## src/rtl/slcp_pkg.sv

```systemverilog
// ----------------------------------------------------------------------------
// slcp_pkg
// Types, codes and constants shared by the command line parser modules.
// ----------------------------------------------------------------------------
`default_nettype none

package slcp_pkg;

  localparam int STD_ID_DIGITS  = 3;
  localparam int EXT_ID_DIGITS  = 8;
  localparam int MAX_DATA_BYTES = 8;

  localparam int POS_W = 5;
  typedef logic [POS_W-1:0] pos_t;
  localparam pos_t POS_MAX = '1;

  localparam logic [7:0] BITRATE_COUNT_RESET = 8'd9;

  localparam logic [7:0] CH_LOWER_A = 8'h61;
  localparam logic [7:0] CH_UPPER_A = 8'h41;
  localparam logic [7:0] CH_ZERO    = 8'h30;

  localparam logic [7:0] CMD_OPEN      = 8'h4F; // O
  localparam logic [7:0] CMD_CLOSE     = 8'h43; // C
  localparam logic [7:0] CMD_VERSION   = 8'h56; // V
  localparam logic [7:0] CMD_ERRREPORT = 8'h45; // E
  localparam logic [7:0] CMD_BITRATE   = 8'h53; // S
  localparam logic [7:0] CMD_SILENT_U  = 8'h4D; // M
  localparam logic [7:0] CMD_SILENT_L  = 8'h6D; // m
  localparam logic [7:0] CMD_RETRY_U   = 8'h41; // A
  localparam logic [7:0] CMD_RETRY_L   = 8'h61; // a
  localparam logic [7:0] CMD_TX_STD    = 8'h74; // t
  localparam logic [7:0] CMD_TX_EXT    = 8'h54; // T
  localparam logic [7:0] CMD_RTR_STD   = 8'h72; // r
  localparam logic [7:0] CMD_RTR_EXT   = 8'h52; // R

  typedef enum logic [3:0] {
    ACT_ERROR     = 4'd0,
    ACT_OPEN      = 4'd1,
    ACT_CLOSE     = 4'd2,
    ACT_BITRATE   = 4'd3,
    ACT_SILENT    = 4'd4,
    ACT_AUTORETRY = 4'd5,
    ACT_VERSION   = 4'd6,
    ACT_ERRREPORT = 4'd7,
    ACT_TRANSMIT  = 4'd8
  } action_t;

  typedef struct packed {
    logic [7:0] char_in;
    logic       end_of_line;
  } in_item_t;

  typedef struct packed {
    action_t     action;
    logic [7:0]  setting_value;
    logic        extended_id;
    logic        remote_frame;
    logic [31:0] identifier;
    logic [3:0]  length_code;
    logic [63:0] payload;
  } out_item_t;

  // classified character handed from front to back
  typedef struct packed {
    pos_t       pos;
    logic [7:0] cmd;
    logic [7:0] digit;
    logic       eol;
  } entry_t;

endpackage

`default_nettype wire

```

## src/rtl/slcp_front.sv

```systemverilog
// ----------------------------------------------------------------------------
// slcp_front
// Accepts characters, tracks line position and command, converts digits.
// ----------------------------------------------------------------------------
`default_nettype none

module slcp_front (
  input  wire logic              clk,
  input  wire logic              rst,
  input  wire logic              in_valid,
  input  wire slcp_pkg::in_item_t in_item,
  input  wire logic              full,
  output logic                   in_stall,
  output logic                   push,
  output slcp_pkg::entry_t       entry
);

  slcp_pkg::pos_t position;
  logic [7:0]     command_char;
  logic [7:0]     c;
  logic [7:0]     digit;

  assign in_stall = full;
  assign push     = in_valid && !full;
  assign c        = in_item.char_in;

  always_comb begin
    if (c >= slcp_pkg::CH_LOWER_A) begin
      digit = c - slcp_pkg::CH_LOWER_A + 8'd10;
    end else if (c >= slcp_pkg::CH_UPPER_A) begin
      digit = c - slcp_pkg::CH_UPPER_A + 8'd10;
    end else begin
      digit = c - slcp_pkg::CH_ZERO;
    end
  end

  assign entry.pos   = position;
  assign entry.cmd   = (position == '0) ? c : command_char;
  assign entry.digit = digit;
  assign entry.eol   = in_item.end_of_line;

  always_ff @(posedge clk) begin
    if (rst) begin
      position     <= '0;
      command_char <= '0;
    end else if (push) begin
      if (in_item.end_of_line) begin
        position <= '0;
      end else if (position != slcp_pkg::POS_MAX) begin
        position <= position + slcp_pkg::pos_t'(1);
      end
      if (position == '0) begin
        command_char <= c;
      end
    end
  end

endmodule

`default_nettype wire

```

## src/rtl/slcp_queue.sv

```systemverilog
// ----------------------------------------------------------------------------
// slcp_queue
// Two-entry queue between front and back.
// ----------------------------------------------------------------------------
`default_nettype none

module slcp_queue (
  input  wire logic             clk,
  input  wire logic             rst,
  input  wire logic             push,
  input  wire slcp_pkg::entry_t wr_entry,
  input  wire logic             pop,
  output logic                  full,
  output logic                  not_empty,
  output slcp_pkg::entry_t      rd_entry
);

  slcp_pkg::entry_t slots [2];
  logic             wr_ptr;
  logic             rd_ptr;
  logic [1:0]       count;

  assign full      = (count == 2'd2);
  assign not_empty = (count != 2'd0);
  assign rd_entry  = slots[rd_ptr];

  always_ff @(posedge clk) begin
    if (push) begin
      slots[wr_ptr] <= wr_entry;
    end
  end

  always_ff @(posedge clk) begin
    if (rst) begin
      wr_ptr <= 1'b0;
      rd_ptr <= 1'b0;
      count  <= 2'd0;
    end else begin
      if (push) begin
        wr_ptr <= !wr_ptr;
      end
      if (pop) begin
        rd_ptr <= !rd_ptr;
      end
      case ({push, pop})
        2'b10:   count <= count + 2'd1;
        2'b01:   count <= count - 2'd1;
        default: count <= count;
      endcase
    end
  end

endmodule

`default_nettype wire

```

## src/rtl/slcp_back.sv

```systemverilog
// ----------------------------------------------------------------------------
// slcp_back
// Accumulates fields of the line and registers one result at end of line.
// ----------------------------------------------------------------------------
`default_nettype none

module slcp_back (
  input  wire logic             clk,
  input  wire logic             rst,
  input  wire logic             q_valid,
  input  wire slcp_pkg::entry_t q_entry,
  output logic                  pop,
  input  wire logic             cfg_valid,
  output logic                  cfg_ready,
  input  wire logic [7:0]       cfg_data,
  output logic                  out_valid,
  input  wire logic             out_stall,
  output slcp_pkg::out_item_t   out_item
);

  logic [7:0]  bitrate_count;
  logic [7:0]  argument_digit, argument_digit_next;
  logic [31:0] id_accumulator, id_accumulator_next;
  logic [7:0]  dlc_value, dlc_value_next;
  logic [7:0]  high_nibble_hold, high_nibble_hold_next;
  logic [63:0] data_bytes, data_bytes_next;
  logic        bad_line, bad_line_next;
  slcp_pkg::out_item_t result;

  assign cfg_ready = 1'b1;
  assign pop       = q_valid && (!q_entry.eol || !out_valid || !out_stall);

  always_comb begin
    slcp_pkg::pos_t             p;
    logic [7:0]                 cmd;
    logic [7:0]                 d;
    logic                       is_tx;
    logic                       is_ext;
    logic                       is_rtr;
    slcp_pkg::pos_t             idl;
    slcp_pkg::pos_t             off;
    logic [slcp_pkg::POS_W-2:0] k;
    logic [7:0]                 b;
    logic [8:0]                 count;
    logic [8:0]                 need;
    p      = q_entry.pos;
    cmd    = q_entry.cmd;
    d      = q_entry.digit;
    is_ext = (cmd == slcp_pkg::CMD_TX_EXT) || (cmd == slcp_pkg::CMD_RTR_EXT);
    is_rtr = (cmd == slcp_pkg::CMD_RTR_STD) || (cmd == slcp_pkg::CMD_RTR_EXT);
    is_tx  = is_ext || is_rtr || (cmd == slcp_pkg::CMD_TX_STD);
    idl    = is_ext ? slcp_pkg::pos_t'(slcp_pkg::EXT_ID_DIGITS)
                    : slcp_pkg::pos_t'(slcp_pkg::STD_ID_DIGITS);
    off    = p - idl - slcp_pkg::pos_t'(2);
    k      = off[slcp_pkg::POS_W-1:1];
    b      = {high_nibble_hold[3:0], 4'b0} + d;

    argument_digit_next   = argument_digit;
    id_accumulator_next   = id_accumulator;
    dlc_value_next        = dlc_value;
    high_nibble_hold_next = high_nibble_hold;
    data_bytes_next       = data_bytes;
    bad_line_next         = bad_line;

    if (p != '0) begin
      if (p == slcp_pkg::pos_t'(1)) begin
        argument_digit_next = d;
      end
      if (is_tx) begin
        if (p <= idl) begin
          id_accumulator_next = {id_accumulator[27:0], 4'b0} + 32'(d);
        end else if (p == idl + slcp_pkg::pos_t'(1)) begin
          dlc_value_next = d;
          if (d > 8'(slcp_pkg::MAX_DATA_BYTES)) begin
            bad_line_next = 1'b1;
          end
        end else if (!bad_line && (8'(k) < dlc_value)) begin
          if (!off[0]) begin
            high_nibble_hold_next = d;
          end else begin
            for (int i = 0; i < slcp_pkg::MAX_DATA_BYTES; i++) begin
              if (8'(k) == 8'(i)) begin
                data_bytes_next[8*i +: 8] = data_bytes[8*i +: 8] | b;
              end
            end
          end
        end
      end
    end

    count  = 9'(p) + 9'd1;
    need   = 9'(idl) + 9'd2 + {dlc_value_next, 1'b0};
    result = '0;
    unique case (cmd) inside
      slcp_pkg::CMD_OPEN:      result.action = slcp_pkg::ACT_OPEN;
      slcp_pkg::CMD_CLOSE:     result.action = slcp_pkg::ACT_CLOSE;
      slcp_pkg::CMD_VERSION:   result.action = slcp_pkg::ACT_VERSION;
      slcp_pkg::CMD_ERRREPORT: result.action = slcp_pkg::ACT_ERRREPORT;
      slcp_pkg::CMD_BITRATE: begin
        if (p != '0 && argument_digit_next < bitrate_count) begin
          result.action        = slcp_pkg::ACT_BITRATE;
          result.setting_value = argument_digit_next;
        end
      end
      slcp_pkg::CMD_SILENT_U, slcp_pkg::CMD_SILENT_L: begin
        if (p != '0) begin
          result.action        = slcp_pkg::ACT_SILENT;
          result.setting_value = 8'(argument_digit_next == 8'd1);
        end
      end
      slcp_pkg::CMD_RETRY_U, slcp_pkg::CMD_RETRY_L: begin
        if (p != '0) begin
          result.action        = slcp_pkg::ACT_AUTORETRY;
          result.setting_value = 8'(argument_digit_next == 8'd1);
        end
      end
      slcp_pkg::CMD_TX_STD, slcp_pkg::CMD_TX_EXT,
      slcp_pkg::CMD_RTR_STD, slcp_pkg::CMD_RTR_EXT: begin
        if (!bad_line_next && count >= need) begin
          result.action       = slcp_pkg::ACT_TRANSMIT;
          result.extended_id  = is_ext;
          result.remote_frame = is_rtr;
          result.identifier   = id_accumulator_next;
          result.length_code  = dlc_value_next[3:0];
          result.payload      = data_bytes_next;
        end
      end
      default: result.action = slcp_pkg::ACT_ERROR;
    endcase
  end

  always_ff @(posedge clk) begin
    if (rst) begin
      bitrate_count <= slcp_pkg::BITRATE_COUNT_RESET;
    end else if (cfg_valid && cfg_ready) begin
      bitrate_count <= cfg_data;
    end
  end

  always_ff @(posedge clk) begin
    if (rst) begin
      argument_digit   <= '0;
      id_accumulator   <= '0;
      dlc_value        <= '0;
      high_nibble_hold <= '0;
      data_bytes       <= '0;
      bad_line         <= 1'b0;
    end else if (pop) begin
      if (q_entry.eol) begin
        argument_digit   <= '0;
        id_accumulator   <= '0;
        dlc_value        <= '0;
        high_nibble_hold <= '0;
        data_bytes       <= '0;
        bad_line         <= 1'b0;
      end else begin
        argument_digit   <= argument_digit_next;
        id_accumulator   <= id_accumulator_next;
        dlc_value        <= dlc_value_next;
        high_nibble_hold <= high_nibble_hold_next;
        data_bytes       <= data_bytes_next;
        bad_line         <= bad_line_next;
      end
    end
  end

  always_ff @(posedge clk) begin
    if (rst) begin
      out_valid <= 1'b0;
    end else if (pop && q_entry.eol) begin
      out_valid <= 1'b1;
    end else if (!out_stall) begin
      out_valid <= 1'b0;
    end
  end

  always_ff @(posedge clk) begin
    if (pop && q_entry.eol) begin
      out_item <= result;
    end
  end

endmodule

`default_nettype wire

```

## src/rtl/slcan_command_line_parser.sv

```systemverilog
// ----------------------------------------------------------------------------
// slcan_command_line_parser
// ASCII command line parser: one character per item, one result per line.
// ----------------------------------------------------------------------------
//  channel | dir | handshake          | content
//  in      | in  | in_valid/in_stall  | in_item: char_in, end_of_line
//  out     | out | out_valid/out_stall| out_item: action and frame fields
//  cfg     | in  | cfg_valid/cfg_ready| cfg_data: bitrate_count
//
//  One character per cycle sustained while in_stall is low. The end-of-line
//  character passes the queue, then the result is registered at the output.
//  The two-entry queue decouples the front from the accumulate/decode back.
//  in_stall rises only while the queue is full; a stalled result holds the
//  back only on the next end-of-line character. Reset is synchronous and
//  sets bitrate_count to 9 and clears all line state.
// ----------------------------------------------------------------------------
`default_nettype none

module slcan_command_line_parser (
  input  wire logic                clk,
  input  wire logic                rst,
  input  wire logic                in_valid,
  output logic                     in_stall,
  input  wire slcp_pkg::in_item_t  in_item,
  output logic                     out_valid,
  input  wire logic                out_stall,
  output slcp_pkg::out_item_t      out_item,
  input  wire logic                cfg_valid,
  output logic                     cfg_ready,
  input  wire logic [7:0]          cfg_data
);

  logic             push;
  logic             pop;
  logic             full;
  logic             not_empty;
  slcp_pkg::entry_t wr_entry;
  slcp_pkg::entry_t rd_entry;

  slcp_front u_front (
    .clk      (clk),
    .rst      (rst),
    .in_valid (in_valid),
    .in_item  (in_item),
    .full     (full),
    .in_stall (in_stall),
    .push     (push),
    .entry    (wr_entry)
  );

  slcp_queue u_queue (
    .clk       (clk),
    .rst       (rst),
    .push      (push),
    .wr_entry  (wr_entry),
    .pop       (pop),
    .full      (full),
    .not_empty (not_empty),
    .rd_entry  (rd_entry)
  );

  slcp_back u_back (
    .clk       (clk),
    .rst       (rst),
    .q_valid   (not_empty),
    .q_entry   (rd_entry),
    .pop       (pop),
    .cfg_valid (cfg_valid),
    .cfg_ready (cfg_ready),
    .cfg_data  (cfg_data),
    .out_valid (out_valid),
    .out_stall (out_stall),
    .out_item  (out_item)
  );

  a_dlc_range: assert property (@(posedge clk) disable iff (rst)
    out_valid && out_item.action == slcp_pkg::ACT_TRANSMIT
    |-> out_item.length_code <= 4'(slcp_pkg::MAX_DATA_BYTES))
    else $error("transmit result with length code out of range");

  a_error_clean: assert property (@(posedge clk) disable iff (rst)
    out_valid && out_item.action == slcp_pkg::ACT_ERROR
    |-> out_item.setting_value == '0 && out_item.identifier == '0 &&
        out_item.payload == '0 && out_item.length_code == '0)
    else $error("error result carries nonzero fields");

  a_non_tx_clean: assert property (@(posedge clk) disable iff (rst)
    out_valid && out_item.action != slcp_pkg::ACT_TRANSMIT
    |-> !out_item.extended_id && !out_item.remote_frame &&
        out_item.identifier == '0 && out_item.payload == '0)
    else $error("frame fields set on non-transmit result");

  a_no_overflow: assert property (@(posedge clk) disable iff (rst)
    full |-> !push)
    else $error("queue written while full");

endmodule

`default_nettype wire
```

## config.mk

```make
export PLATFORM = sky130hd
export DESIGN_NAME = slcan_command_line_parser
export DESIGN_NICKNAME = d
export VERILOG_FILES = /design/src/rtl/slcp_pkg.sv /design/src/rtl/slcp_front.sv /design/src/rtl/slcp_queue.sv /design/src/rtl/slcp_back.sv /design/src/rtl/slcan_command_line_parser.sv
export SDC_FILE = /design/constraint.sdc
export NUM_CORES = 1
export LEC_CHECK = 0
export BUFFER_PORTS_ARGS = -buffer_cell sky130_fd_sc_hd__buf_4
export CAP_MARGIN = 20
export CORE_MARGIN = 5
export CORE_UTILIZATION = 45
export DETAILED_ROUTE_END_ITERATION = 12
export GPL_TIMING_DRIVEN = 0
export PLACE_DENSITY = 0.61
export SLEW_MARGIN = 40
export SYNTH_ARGS = -nofsm -noshare
export SYNTH_HDL_FRONTEND = slang
export SYNTH_SLANG_ARGS = --single-unit
```

## constraint.sdc

```tcl
create_clock -name clk -period 13.5 [get_ports clk]
set_input_delay 4.05 -clock clk [delete_from_list [all_inputs] [get_ports clk]]
set_output_delay 4.05 -clock clk [all_outputs]
set_load 0.005 [all_outputs]
```

==> impl_metrics.py, run 1 <==
metrics = {
    "outcome": {
        "status": "complete, no violations",
    },
    "layout": {
        "n_fill_cell": 2890,
        "multi_input_comb_area_sq_mm": 0.00667,
        "syn_to_final_growth_pct": 20.6,
        "final_nets": 1661,
        "drive_gt1_share_pct": 21.9,
        "diodes": 0,
        "regArea_sq_mm": 0.00763,
    },
    "yosys": {
        "ys_types": 69,
        "ys_ff_latch": 302,
        "yosysSeqAreaShare_pct": 51.3,
        "synth_edf_count": 158,
        "syn_avg_cell_area_sq_um": 10.5,
        "syn_nets": 1479,
        "syn_area_sq_mm": 0.0149,
        "synthFlopType": "edfxtp_1",
        "async_reset_ff_share_pct": 0,
        "yosys_warnings": 0,
        "netlist_instances": 1410,
    },
    "die": {
        "die_x_microns": 192,
        "rows": 66,
        "io-pin-count": 139,
        "initial_core_util_pct": 45.7,
        "die_area_sq_mm": 0.0368,
        "core_sq_mm": 0.0325,
        "die_y_microns": 192,
    },
    "sta": {
        "drv_slew": 0,
        "finalSetupTns_ns": 0,
        "finClkSkew_ns": 0.0182,
        "max_clock_freq_mhz": 120,
        "setup_viol": 0,
        "slew_headroom_pct": 40.4,
        "setup_ws_ns": 5.14,
        "hold_viol_final": 0,
        "timing.final.crit_share_pct": 61.9,
        "period_minus_slack_ns": 8.36,
        "tightest_slew_ns": 0.869,
        "rsz0062_at_grt": "false",
    },
    "critical_path": {
        "crit_path_end": "u_back.out_item[67]$_SDFFCE_PN0P_",
        "cp_slowest_stage_delay_ns": 0.48,
        "timing.critical_path.from_type": "flip-flop",
        "reg2regPathDepth": 30,
        "crit_slowest_cell": "a221oi_4",
        "crit_required_ns": 13.76,
        "r2r_slack_ns": 5.14,
        "cp-end-kind": "flip-flop",
        "r2r-end": "u_back.out_item[67]$_SDFFCE_PN0P_",
        "cp.arrival_ns": 8.62,
        "worstSetupPathType": "flip-flop to flip-flop",
        "cp_max_fo": 10,
    },
    "drt": {
        "vias": 11600,
        "wl_microns": 40400,
        "vias_per_cell": 5.63,
        "avgRoutedWirePerCell_microns": 19.6,
        "remaining_drc_errors": 0,
        "drt_iter0_markers": 1010,
        "ant_nets": 0,
        "first_pass_iters": 5,
    },
    "power": {
        "p_leak_uw": 0.00654,
        "p_per_area_mw_per_mm2": 169,
        "vdd.ir_drop.worst_uv": 150,
    },
    "clock_network": {
        "clk_pin_slew_ns": 0.06,
        "cts_buffers": 35,
        "cts.sinks": 302,
        "cts_tree": "yes",
        "htreeDepth": 2,
        "cts_max_path_buffers": 3,
        "postCtsSetupBuffers": 0,
        "clk-insertion-delay-late_ns": 0.52,
        "holdBufCountCts": 0,
        "ctsResizeCount": 0,
        "ctsRootBufferMaster": "clkbuf_16",
    },
    "grt": {
        "grt_pass1_wl_microns": 62300,
        "antenna_found_initial": 0,
        "grt_use_total_pct": 21.5,
        "grt_remaining_overflow": 0,
        "grt_pass1_vias": 11000,
        "grt_max_degree": 23,
    },
    "placed_design": {
        "dp_slack_ns": 5.33,
        "port_buffers": 134,
        "gp_congestion": 0.896,
        "dp_hpwl_microns": 29300,
    },
    "hold_path": {
        "hold_path_class": "flip-flop to flip-flop",
    },
    "flow_run": {
        "maxCapViolCount": 0,
    },
}
-- worst max-delay path, delay by kind of cell (launching register included) --
kind / cells / cell delay, ns
AOI/OAI and AO/OA: 7 / 2.15
and+or+nand+nor: 5 / 0.84
buffers and inverters: 10 / 2.48
muxes: 3 / 0.84
DFF: 1 / 0.32
adders and majority gates: 4 / 1.31
xor gates and xnor gates: 1 / 0.16
-- logic make-up (layout without fill, tap and decap cells) --
logic type | count (synthesis) | count (layout) | synth area share [%]
and+or+nand+nor | 498 | 498 | 19.3
DFF | 302 | 302 | 51.3
AOI/OAI and AO/OA | 300 | 300 | 12.2
buffers and inverters | 133 | 342 | 4.34
muxes | 75 | 75 | 5.39
xor gates and xnor gates | 54 | 54 | 3.28
adders and majority gates | 47 | 47 | 4.16
other | 1 | 1 | 0.0252
-- registers in the layout, summed over array words and instances (netlist names), 5 cells and up, named ones only --
| name | cells |
|---|---|
| u_back.bitrate_count | 8 |
| u_back.out_item | 114 |
| u_back.dlc_value | 8 |
| u_back.id_accumulator | 32 |
| u_front.command_char | 8 |
| u_queue.slots | 44 |
| u_back.argument_digit | 8 |
| u_front.position | 5 |
| u_back.data_bytes | 64 |
-- layout make-up --
| class | instances | share of cell area [%] |
|---|---|---|
| flip-flops and latches | 302 | 42.6 |
| multi-input cells | 975 | 37.2 |
| repair buffers | 145 | 6.62 |
| clock buffers | 47 | 5.49 |
| well taps | 442 | 3.09 |
| plain buffers | 88 | 2.66 |
| clock inverters | 17 | 1.40 |
| inverters | 45 | 0.943 |
-- metrics by stage --
step                      util, %  hold WS (ns)  cells  area, sq um  power (uW)
final                        55.1         0.464   2061        17900        3020
after global routing         55.1         0.477   2061        17900        3160
after CTS                    55.0         0.468   2061        17900        3040
after detailed placement     51.2         0.454   1997        16700        2030
after global placement       50.5         0.446   1986        16400        1980
after floorplan                 -         0.432   1410        14900        1650
-- synthesized netlist by cell type (all sizes together), types with 3 or more instances --
master	n	area [sq um]
fa	4	80.1
buf	39	293
nor2b	15	93.8
or3	8	50.1
a21boi	3	22.5
a211o	3	26.3
clkbuf	49	184
nor3b	4	30.0
o211ai	6	45.0
ha	43	538
nand2b	8	50.1
o21a	6	45.0
a21oi	167	840
mux2	27	304
nor2	202	758
nor4	101	1050
xor2	18	158
nand3b	3	22.5
o21ai	27	135
nor3	39	200
a31oi	7	43.8
and3	13	81.3
a22oi	52	390
nand3	10	50.1
and2	8	50.1
nand2	60	225
xnor2	35	307
nand4	13	81.3
a21o	9	67.6
a221o	3	30.0
inv	45	169
mux2i	48	497
edfxtp	158	4740
and4	6	52.6
dfxtp	144	2880
-- layout by cell type (no fill, tap or decap), drive strengths merged, types with 9 or more instances in the layout --
master / synthesis / routed
nor3: 39 / 39
a21o: 9 / 9
o21ai: 27 / 27
nor2: 202 / 202
a22oi: 52 / 52
nand3: 10 / 10
buf: 39 / 184
nor4: 101 / 101
inv: 45 / 46
xor2: 18 / 18
mux2i: 48 / 48
ha: 43 / 43
nand4: 13 / 13
and3: 13 / 13
edfxtp: 158 / 158
nor2b: 15 / 15
a21oi: 167 / 167
nand2: 60 / 60
clkbuf: 49 / 96
xnor2: 35 / 35
mux2: 27 / 27
dfxtp: 144 / 144
-- report_power, final --
group / internal (uW) / switching, uW / total (uW)
combinational: 309 / 563 / 872
clock: 629 / 376 / 1010
sequential: 1100 / 39.7 / 1140
-- worst min path at each step --
stage                                                   from                            endpoint  slack [ns]  depth (start not counted)
after CTS                 u_back.data_bytes[32]$_SDFFE_PP0P_  u_back.data_bytes[32]$_SDFFE_PP0P_        0.47                          2
after global placement     u_back.data_bytes[1]$_SDFFE_PP0P_   u_back.data_bytes[1]$_SDFFE_PP0P_        0.45                          2
after detailed placement  u_back.data_bytes[59]$_SDFFE_PP0P_  u_back.data_bytes[59]$_SDFFE_PP0P_        0.45                          2
after global routing       u_back.data_bytes[1]$_SDFFE_PP0P_   u_back.data_bytes[1]$_SDFFE_PP0P_        0.48                          2
final                     u_back.data_bytes[51]$_SDFFE_PP0P_  u_back.data_bytes[51]$_SDFFE_PP0P_        0.46                          2
after floorplan            u_back.data_bytes[1]$_SDFFE_PP0P_   u_back.data_bytes[1]$_SDFFE_PP0P_        0.43                          2
-- metal layers --
metal,up-vias,routed length (microns),GRT usage [%],part of all wire [%]
li1,5541,-,-,-
met1,5596,18400,31.2,46
met2,393,18400,33.8,45
met3,72,2620,3.33,6.5
met4,0,973,5.69,2.4
met5,-,0,0,0
No activity file was read; power rests on OpenSTA's default activity.
==> inputs of run 2 (changes only) <==
--- a/config.mk
+++ b/config.mk
@@ -11,7 +11,7 @@
 export CORE_UTILIZATION = 45
 export DETAILED_ROUTE_END_ITERATION = 12
 export GPL_TIMING_DRIVEN = 0
-export PLACE_DENSITY = 0.61
+export PLACE_DENSITY = 0.64
 export SLEW_MARGIN = 40
 export SYNTH_ARGS = -nofsm -noshare
 export SYNTH_HDL_FRONTEND = slang
==> constraint.sdc (replaced) <==
create_clock -name clk -period 7.1 [get_ports clk]
set_input_delay 2.13 -clock clk [delete_from_list [all_inputs] [get_ports clk]]
set_output_delay 2.13 -clock clk [all_outputs]
set_load 0.005 [all_outputs]
==> run 2 against run 1 <==
Die area did not move. Critical path depth fell by 5. First-iteration DRC count decreased by 7.3%. Worst hold slack got worse by 0.0019 ns. Via count fell by 0.89%. Total power is 84% higher. Count of clock-buffer cells in the layout up 1. Largest power group unchanged.
==> impl_metrics.py, run 2 (synthesis results as in run 1) <==
metrics = {
    "hold_path": {
        "hold_end": "u_back.data_bytes[1]$_SDFFE_PP0P_",
        "hold_path_class": "flip-flop to flip-flop",
        "worstHoldStart": "u_back.data_bytes[1]$_SDFFE_PP0P_",
        "hold-path-cell-count": 2,
    },
    "layout": {
        "final_nets": 1662,
        "layout_common_cells": "nor2_1 (196), a21oi_1 (164), edfxtp_1 (158)",
        "diodes": 0,
        "syn_to_final_growth_pct": 20.8,
        "largest_reg_flops": 114,
        "layoutNonFillerInstCount": 2058,
        "drive_gt1_share_pct": 23.1,
        "final_common_cell": "nor2_1",
        "reg_top3": "u_back.out_item (114), u_back.data_bytes (64), u_queue.slots (44)",
        "finalInstanceArea_sq_mm": 0.0179,
        "top_register": "u_back.out_item",
    },
    "critical_path": {
        "r2r-end": "u_back.out_item[100]$_SDFFCE_PN0P_",
        "cp.arrival_ns": 7.19,
        "reg2regPathDepth": 25,
        "crit_required_ns": 7.41,
        "r2r_start": "u_queue.slots[0][9]$_DFFE_PP_",
        "startpoint": "u_queue.slots[0][9]$_DFFE_PP_",
        "cpLargestDelayFamily": "simple AND/OR/NAND/NOR gates",
        "cp-end-kind": "flip-flop",
        "timing.critical_path.from_type": "flip-flop",
        "worstSetupPathType": "flip-flop to flip-flop",
        "r2r_slack_ns": 0.22,
        "crit_slowest_cell": "edfxtp_1",
        "cp_max_fo": 10,
        "cp_slowest_stage_delay_ns": 0.42,
        "path_buf_inv": 3,
    },
    "placed_design": {
        "postPlaceCellArea_sq_mm": 0.0167,
        "dp_slack_ns": -1.09,
        "dp_cells": 1997,
        "gp_congestion": 0.881,
        "port_buffers": 134,
        "dp_hpwl_microns": 28800,
    },
    "drt": {
        "remaining_drc_errors": 0,
        "vias": 11500,
        "ant_nets": 0,
        "drt_iter0_markers": 936,
        "first_pass_iters": 7,
        "vias_per_cell": 5.59,
        "wl_microns": 39300,
        "avgRoutedWirePerCell_microns": 19.1,
    },
    "clock_network": {
        "cts_max_path_buffers": 3,
        "clk-insertion-delay-late_ns": 0.51,
        "clk_pin_slew_ns": 0.06,
        "cts.sinks": 302,
        "ctsRootBufferMaster": "clkbuf_16",
        "htreeDepth": 2,
        "holdBufCountCts": 0,
        "cts_buffers": 34,
        "cts_tree": "yes",
    },
    "sta": {
        "timing.final.crit_share_pct": 96.9,
        "hold_viol_final": 0,
        "finalSetupTns_ns": 0,
        "setup_ws_ns": 0.220,
        "tightest_slew_ns": 0.876,
        "drv_slew": 0,
        "period_minus_slack_ns": 6.88,
        "max_clock_freq_mhz": 145,
        "slew_headroom_pct": 39.9,
        "fin_hold_ws_ns": 0.462,
        "rsz0062_at_grt": "false",
        "finClkSkew_ns": 0.0177,
        "setup_viol": 0,
    },
    "die": {
        "core_sq_mm": 0.0325,
        "rows": 66,
        "initial_core_util_pct": 45.7,
        "io-pin-count": 139,
        "die_area_sq_mm": 0.0368,
        "die_y_microns": 192,
        "die_x_microns": 192,
    },
    "grt": {
        "grt_max_degree": 23,
        "grt_pass1_vias": 11000,
        "grt_pass1_wl_microns": 61500,
        "grt_remaining_overflow": 0,
        "grt_use_total_pct": 21.0,
        "antenna_found_initial": 0,
    },
    "power": {
        "power.share.sequential_pct": 39.1,
        "p_sw_uw": 1810,
        "vdd.ir_drop.worst_uv": 190,
        "clkPwrFrac_pct": 31.2,
        "p_per_area_mw_per_mm2": 310,
        "intPower_uw": 3760,
        "swShare_pct": 32.6,
        "combPwrFrac_pct": 29.7,
        "p_leak_uw": 0.00652,
    },
    "outcome": {
        "status": "complete, no violations",
    },
    "flow_run": {
        "maxCapViolCount": 0,
    },
}
## run 2: cell types whose count changed in the layout (fill, tap and decap cells not counted), moves of 3 or more
cell	delta
buf_4	+5
nor4_1	-4
bufinv_16	-4
buf_2	-3
clkbuf_1	-5
nor4_2	+3
## run 2: how the worst max path moves through the flow
stage,endpoint,cells past startpoint,slack [ns]
after floorplan,u_back.out_item[57]$_SDFFCE_PN0P_,30,0.32
after global placement,u_back.out_item[100]$_SDFFCE_PN0P_,28,-1.08
after detailed placement,u_back.out_item[100]$_SDFFCE_PN0P_,28,-1.09
after CTS,u_back.out_item[63]$_SDFFCE_PN0P_,27,0.006
after global routing,u_back.out_item[61]$_SDFFCE_PN0P_,28,0.0007
final,u_back.out_item[100]$_SDFFCE_PN0P_,25,0.22
## run 2: cell type report
| class | instances | area, sq um |
|---|---|---|
| Buffer | 85 | 485 |
| Clock buffer | 48 | 1000 |
| Clock inverter | 11 | 104 |
| Fill cell | 2911 | 14600 |
| Inverter | 45 | 169 |
| Multi-Input combinational cell | 975 | 6770 |
| Sequential cell | 302 | 7630 |
| Tap cell | 442 | 553 |
| Timing Repair Buffer | 150 | 1240 |
## run 2: metal layers
metal | vias to the layer above | part of all wire [%] | GRT usage, %
li1 | 5542 | - | -
met5 | - | 0 | 0
met2 | 389 | 46 | 33.1
met3 | 74 | 5.9 | 3.05
met4 | 0 | 2.7 | 6.16
met1 | 5494 | 46 | 30.2
## run 2: worst reg2reg max path: stages, from the launching register on
cell	delay, ns
edfxtp_1	0.42
or3_1	0.39
or3_4	0.38
nand2_4	0.14
ha_2	0.23
inv_1	0.08
o211a_1	0.25
a221o_1	0.41
a221oi_4	0.40
buf_6	0.20
nor2_1	0.06
a21oi_2	0.20
ha_2	0.25
inv_1	0.05
fa_1	0.40
a221o_1	0.33
mux2_2	0.30
a21oi_1	0.16
xor2_1	0.20
mux2i_1	0.12
ha_1	0.31
nand4_1	0.10
a211o_1	0.30
nor2_2	0.40
nand4_1	0.27
nor3_1	0.33
## run 2: what timing repair did
item / 4_1_cts / 5_1_grt
resized for setup: 19 / 13
pin swaps: 2 / 3
buffers inserted: 3 / 2
setup endpoints to repair: 103 / 102
## run 2: power groups by stage
| stage | Sequential, uW | Clock, uW | Combinational, uW |
|---|---|---|---|
| 6_report | 2180 | 1740 | 1650 |
| 5_1_grt | 2200 | 1840 | 1780 |
| 4_1_cts | 2180 | 1760 | 1640 |
| 3_5_place_dp | 2220 | 0 | 1610 |
| 3_3_place_gp | 2250 | 0 | 1470 |
| 2_1_floorplan | 2240 | 0 | 876 |
## run 2: per-stage QoR
step           total power [uW]  util (%)
2_1_floorplan              3110         -
4_1_cts                    5580      54.9
3_5_place_dp               3830      51.3
3_3_place_gp               3720      50.5
5_1_grt                    5820      55.2
6_report                   5570      55.2
==> inputs of run 3 (changes only) <==
--- a/config.mk
+++ b/config.mk
@@ -8,10 +8,10 @@
 export BUFFER_PORTS_ARGS = -buffer_cell sky130_fd_sc_hd__buf_4
 export CAP_MARGIN = 20
 export CORE_MARGIN = 5
-export CORE_UTILIZATION = 45
+export CORE_UTILIZATION = 54
 export DETAILED_ROUTE_END_ITERATION = 12
 export GPL_TIMING_DRIVEN = 0
-export PLACE_DENSITY = 0.64
+export PLACE_DENSITY = 0.75
 export SLEW_MARGIN = 40
 export SYNTH_ARGS = -nofsm -noshare
 export SYNTH_HDL_FRONTEND = slang
==> run 3 against run 2 <==
Maximum frequency shrank 0.33%. Flip-flop and latch count is the same. Critical path depth grew 2. Clock skew grew 0.0063 ns. Combinational power is essentially flat. Sequential power is essentially flat. First-iteration DRC count grew 43%. Total power shrank 3.5%. Sequential share of layout area grew 0.73 points. Largest cell class unchanged. Largest power group unchanged. Highest routed layer unchanged.
==> impl_metrics.py, run 3 (synthesis results as in run 1) <==
metrics = {
    "drt": {
        "wl_microns": 38800,
        "vias_per_cell": 6.06,
        "remaining_drc_errors": 0,
        "vias": 11800,
        "ant_nets": 0,
        "avgRoutedWirePerCell_microns": 19.8,
        "first_pass_iters": 5,
        "drt_iter0_markers": 1340,
    },
    "sta": {
        "period_minus_slack_ns": 6.90,
        "max_clock_freq_mhz": 145,
        "timing.final.crit_share_pct": 97.2,
        "finClkSkew_ns": 0.0240,
        "drv_slew": 0,
        "fin_hold_ws_ns": 0.468,
        "slew_headroom_pct": 36.9,
        "hold_viol_final": 0,
        "tightest_slew_ns": 0.941,
        "setup_viol": 0,
        "rsz0062_at_grt": "false",
    },
    "critical_path": {
        "cp_max_fo": 19,
        "worstSetupPathType": "flip-flop to flip-flop",
        "crit_slowest_cell": "fa_1",
        "cp-end-kind": "flip-flop",
        "cp_slowest_stage_delay_ns": 0.40,
        "cp.arrival_ns": 7.27,
        "crit_path_frequent_cell": "buf_6",
        "timing.critical_path.from_type": "flip-flop",
        "r2r_slack_ns": 0.20,
        "crit_required_ns": 7.47,
    },
    "clock_network": {
        "cts_buffers": 31,
        "ctsRootBufferMaster": "clkbuf_16",
        "cts_tree": "yes",
        "cts.sinks": 302,
        "htreeDepth": 1,
        "clk-insertion-delay-late_ns": 0.56,
        "cts_max_path_buffers": 3,
        "holdBufCountCts": 0,
        "clk_pin_slew_ns": 0.06,
    },
    "outcome": {
        "status": "complete, no violations",
    },
    "grt": {
        "grt_remaining_overflow": 0,
        "grt_pass1_wl_microns": 61400,
        "antenna_found_initial": 0,
        "grt_pass1_vias": 11300,
        "grt_max_degree": 24,
        "grt_use_total_pct": 24.4,
    },
    "placed_design": {
        "postPlaceCellArea_sq_mm": 0.0165,
        "gp_congestion": 0.953,
        "dp_hpwl_microns": 28200,
        "port_buffers": 134,
    },
    "power": {
        "vdd.ir_drop.worst_uv": 303,
        "p_per_area_mw_per_mm2": 305,
        "p_leak_uw": 0.00645,
    },
    "die": {
        "die_area_sq_mm": 0.0309,
        "io-pin-count": 139,
        "die_x_microns": 176,
        "die_y_microns": 176,
        "core_sq_mm": 0.0270,
        "rows": 60,
        "initial_core_util_pct": 55.0,
    },
    "layout": {
        "largest_reg_flops": 114,
        "top_register": "u_back.out_item",
        "layout_common_cells": "nor2_1 (195), a21oi_1 (164), edfxtp_1 (158)",
        "finalInstanceArea_sq_mm": 0.0176,
        "post-route-util_pct": 65.3,
        "diodes": 0,
        "drive_gt1_share_pct": 22.8,
        "syn_to_final_growth_pct": 18.7,
        "final_nets": 1658,
        "reg_top3": "u_back.out_item (114), u_back.data_bytes (64), u_queue.slots (44)",
        "final_common_cell": "nor2_1",
    },
    "hold_path": {
        "hold_path_class": "flip-flop to flip-flop",
    },
    "flow_run": {
        "maxCapViolCount": 0,
    },
}
run 3: cell types whose count changed in the layout (fill, tap and decap cells not counted), sizes merged:
cell      change
clkbuf        -3
bufinv        -1
inv           -1
clkinv        +3
clkinvlp      -1
run 3: routing by layer:
metal  track usage [%]  vias to the layer above  share of wire, %
met5                 0                        -                 0
met4              7.18                        0               3.1
met3              3.29                       87               8.2
met2              39.7                      549                47
met1              34.3                     5671                42
li1                  -                     5538                 -
run 3: worst paths after layout:
path,from,endpoint,cells past startpoint
min,u_back.data_bytes[62]$_SDFFE_PP0P_,u_back.data_bytes[62]$_SDFFE_PP0P_,2
max reg2reg,flip-flop,u_back.out_item[63]$_SDFFCE_PN0P_,27
min reg2reg,u_back.data_bytes[62]$_SDFFE_PP0P_,u_back.data_bytes[62]$_SDFFE_PP0P_,2
max,flip-flop,u_back.out_item[63]$_SDFFCE_PN0P_,27
run 3: report_power, final:
part           total, uW  internal [uW]  switching [uW]
registers           2180           2100            82.3
clock network       1570            917             653
logic               1620            580            1050
run 3: through the flow:
stage	cells	total power, uW	worst slack, ns	setup TNS, ns
after floorplan	1410	3110	0.316	0
after global placement	1885	3690	-1.03	-109.45
after global routing	1954	5610	0.0340	0
final	1954	5380	0.197	0
after detailed placement	1893	3780	-1.02	-83.15
after CTS	1949	5340	0.0313	0
run 3: final cells by class:
cell class	instances	area (sq um)
inverter	45	169
fill	2130	9380
sequential	302	7630
clock inverter	11	72.6
multi-input combinational	975	6780
tap	341	427
buffer	85	485
clock buffer	46	913
timing repair buffer	149	1170
run 3: timing repair:
| action | CTS | global route |
|---|---|---|
| buffers inserted | 1 | 6 |
| hold endpoints to repair | 0 | 0 |
| pin swaps | 2 | 4 |
| resized for setup | 18 | 11 |
| setup endpoints to repair | 103 | 102 |
run 3: worst max-delay path, delay by kind of cell (launching register included):
family                   cells  cell delay, ns
flip-flops                   1            0.31
buffers and inverters        6            0.93
AND/OR/NAND/NOR              7            1.66
adder cells (fa/ha/maj)      4            1.18
AO/OA/AOI/OAI                7            1.98
XOR/XNOR                     1            0.19
multiplexers                 2            0.43
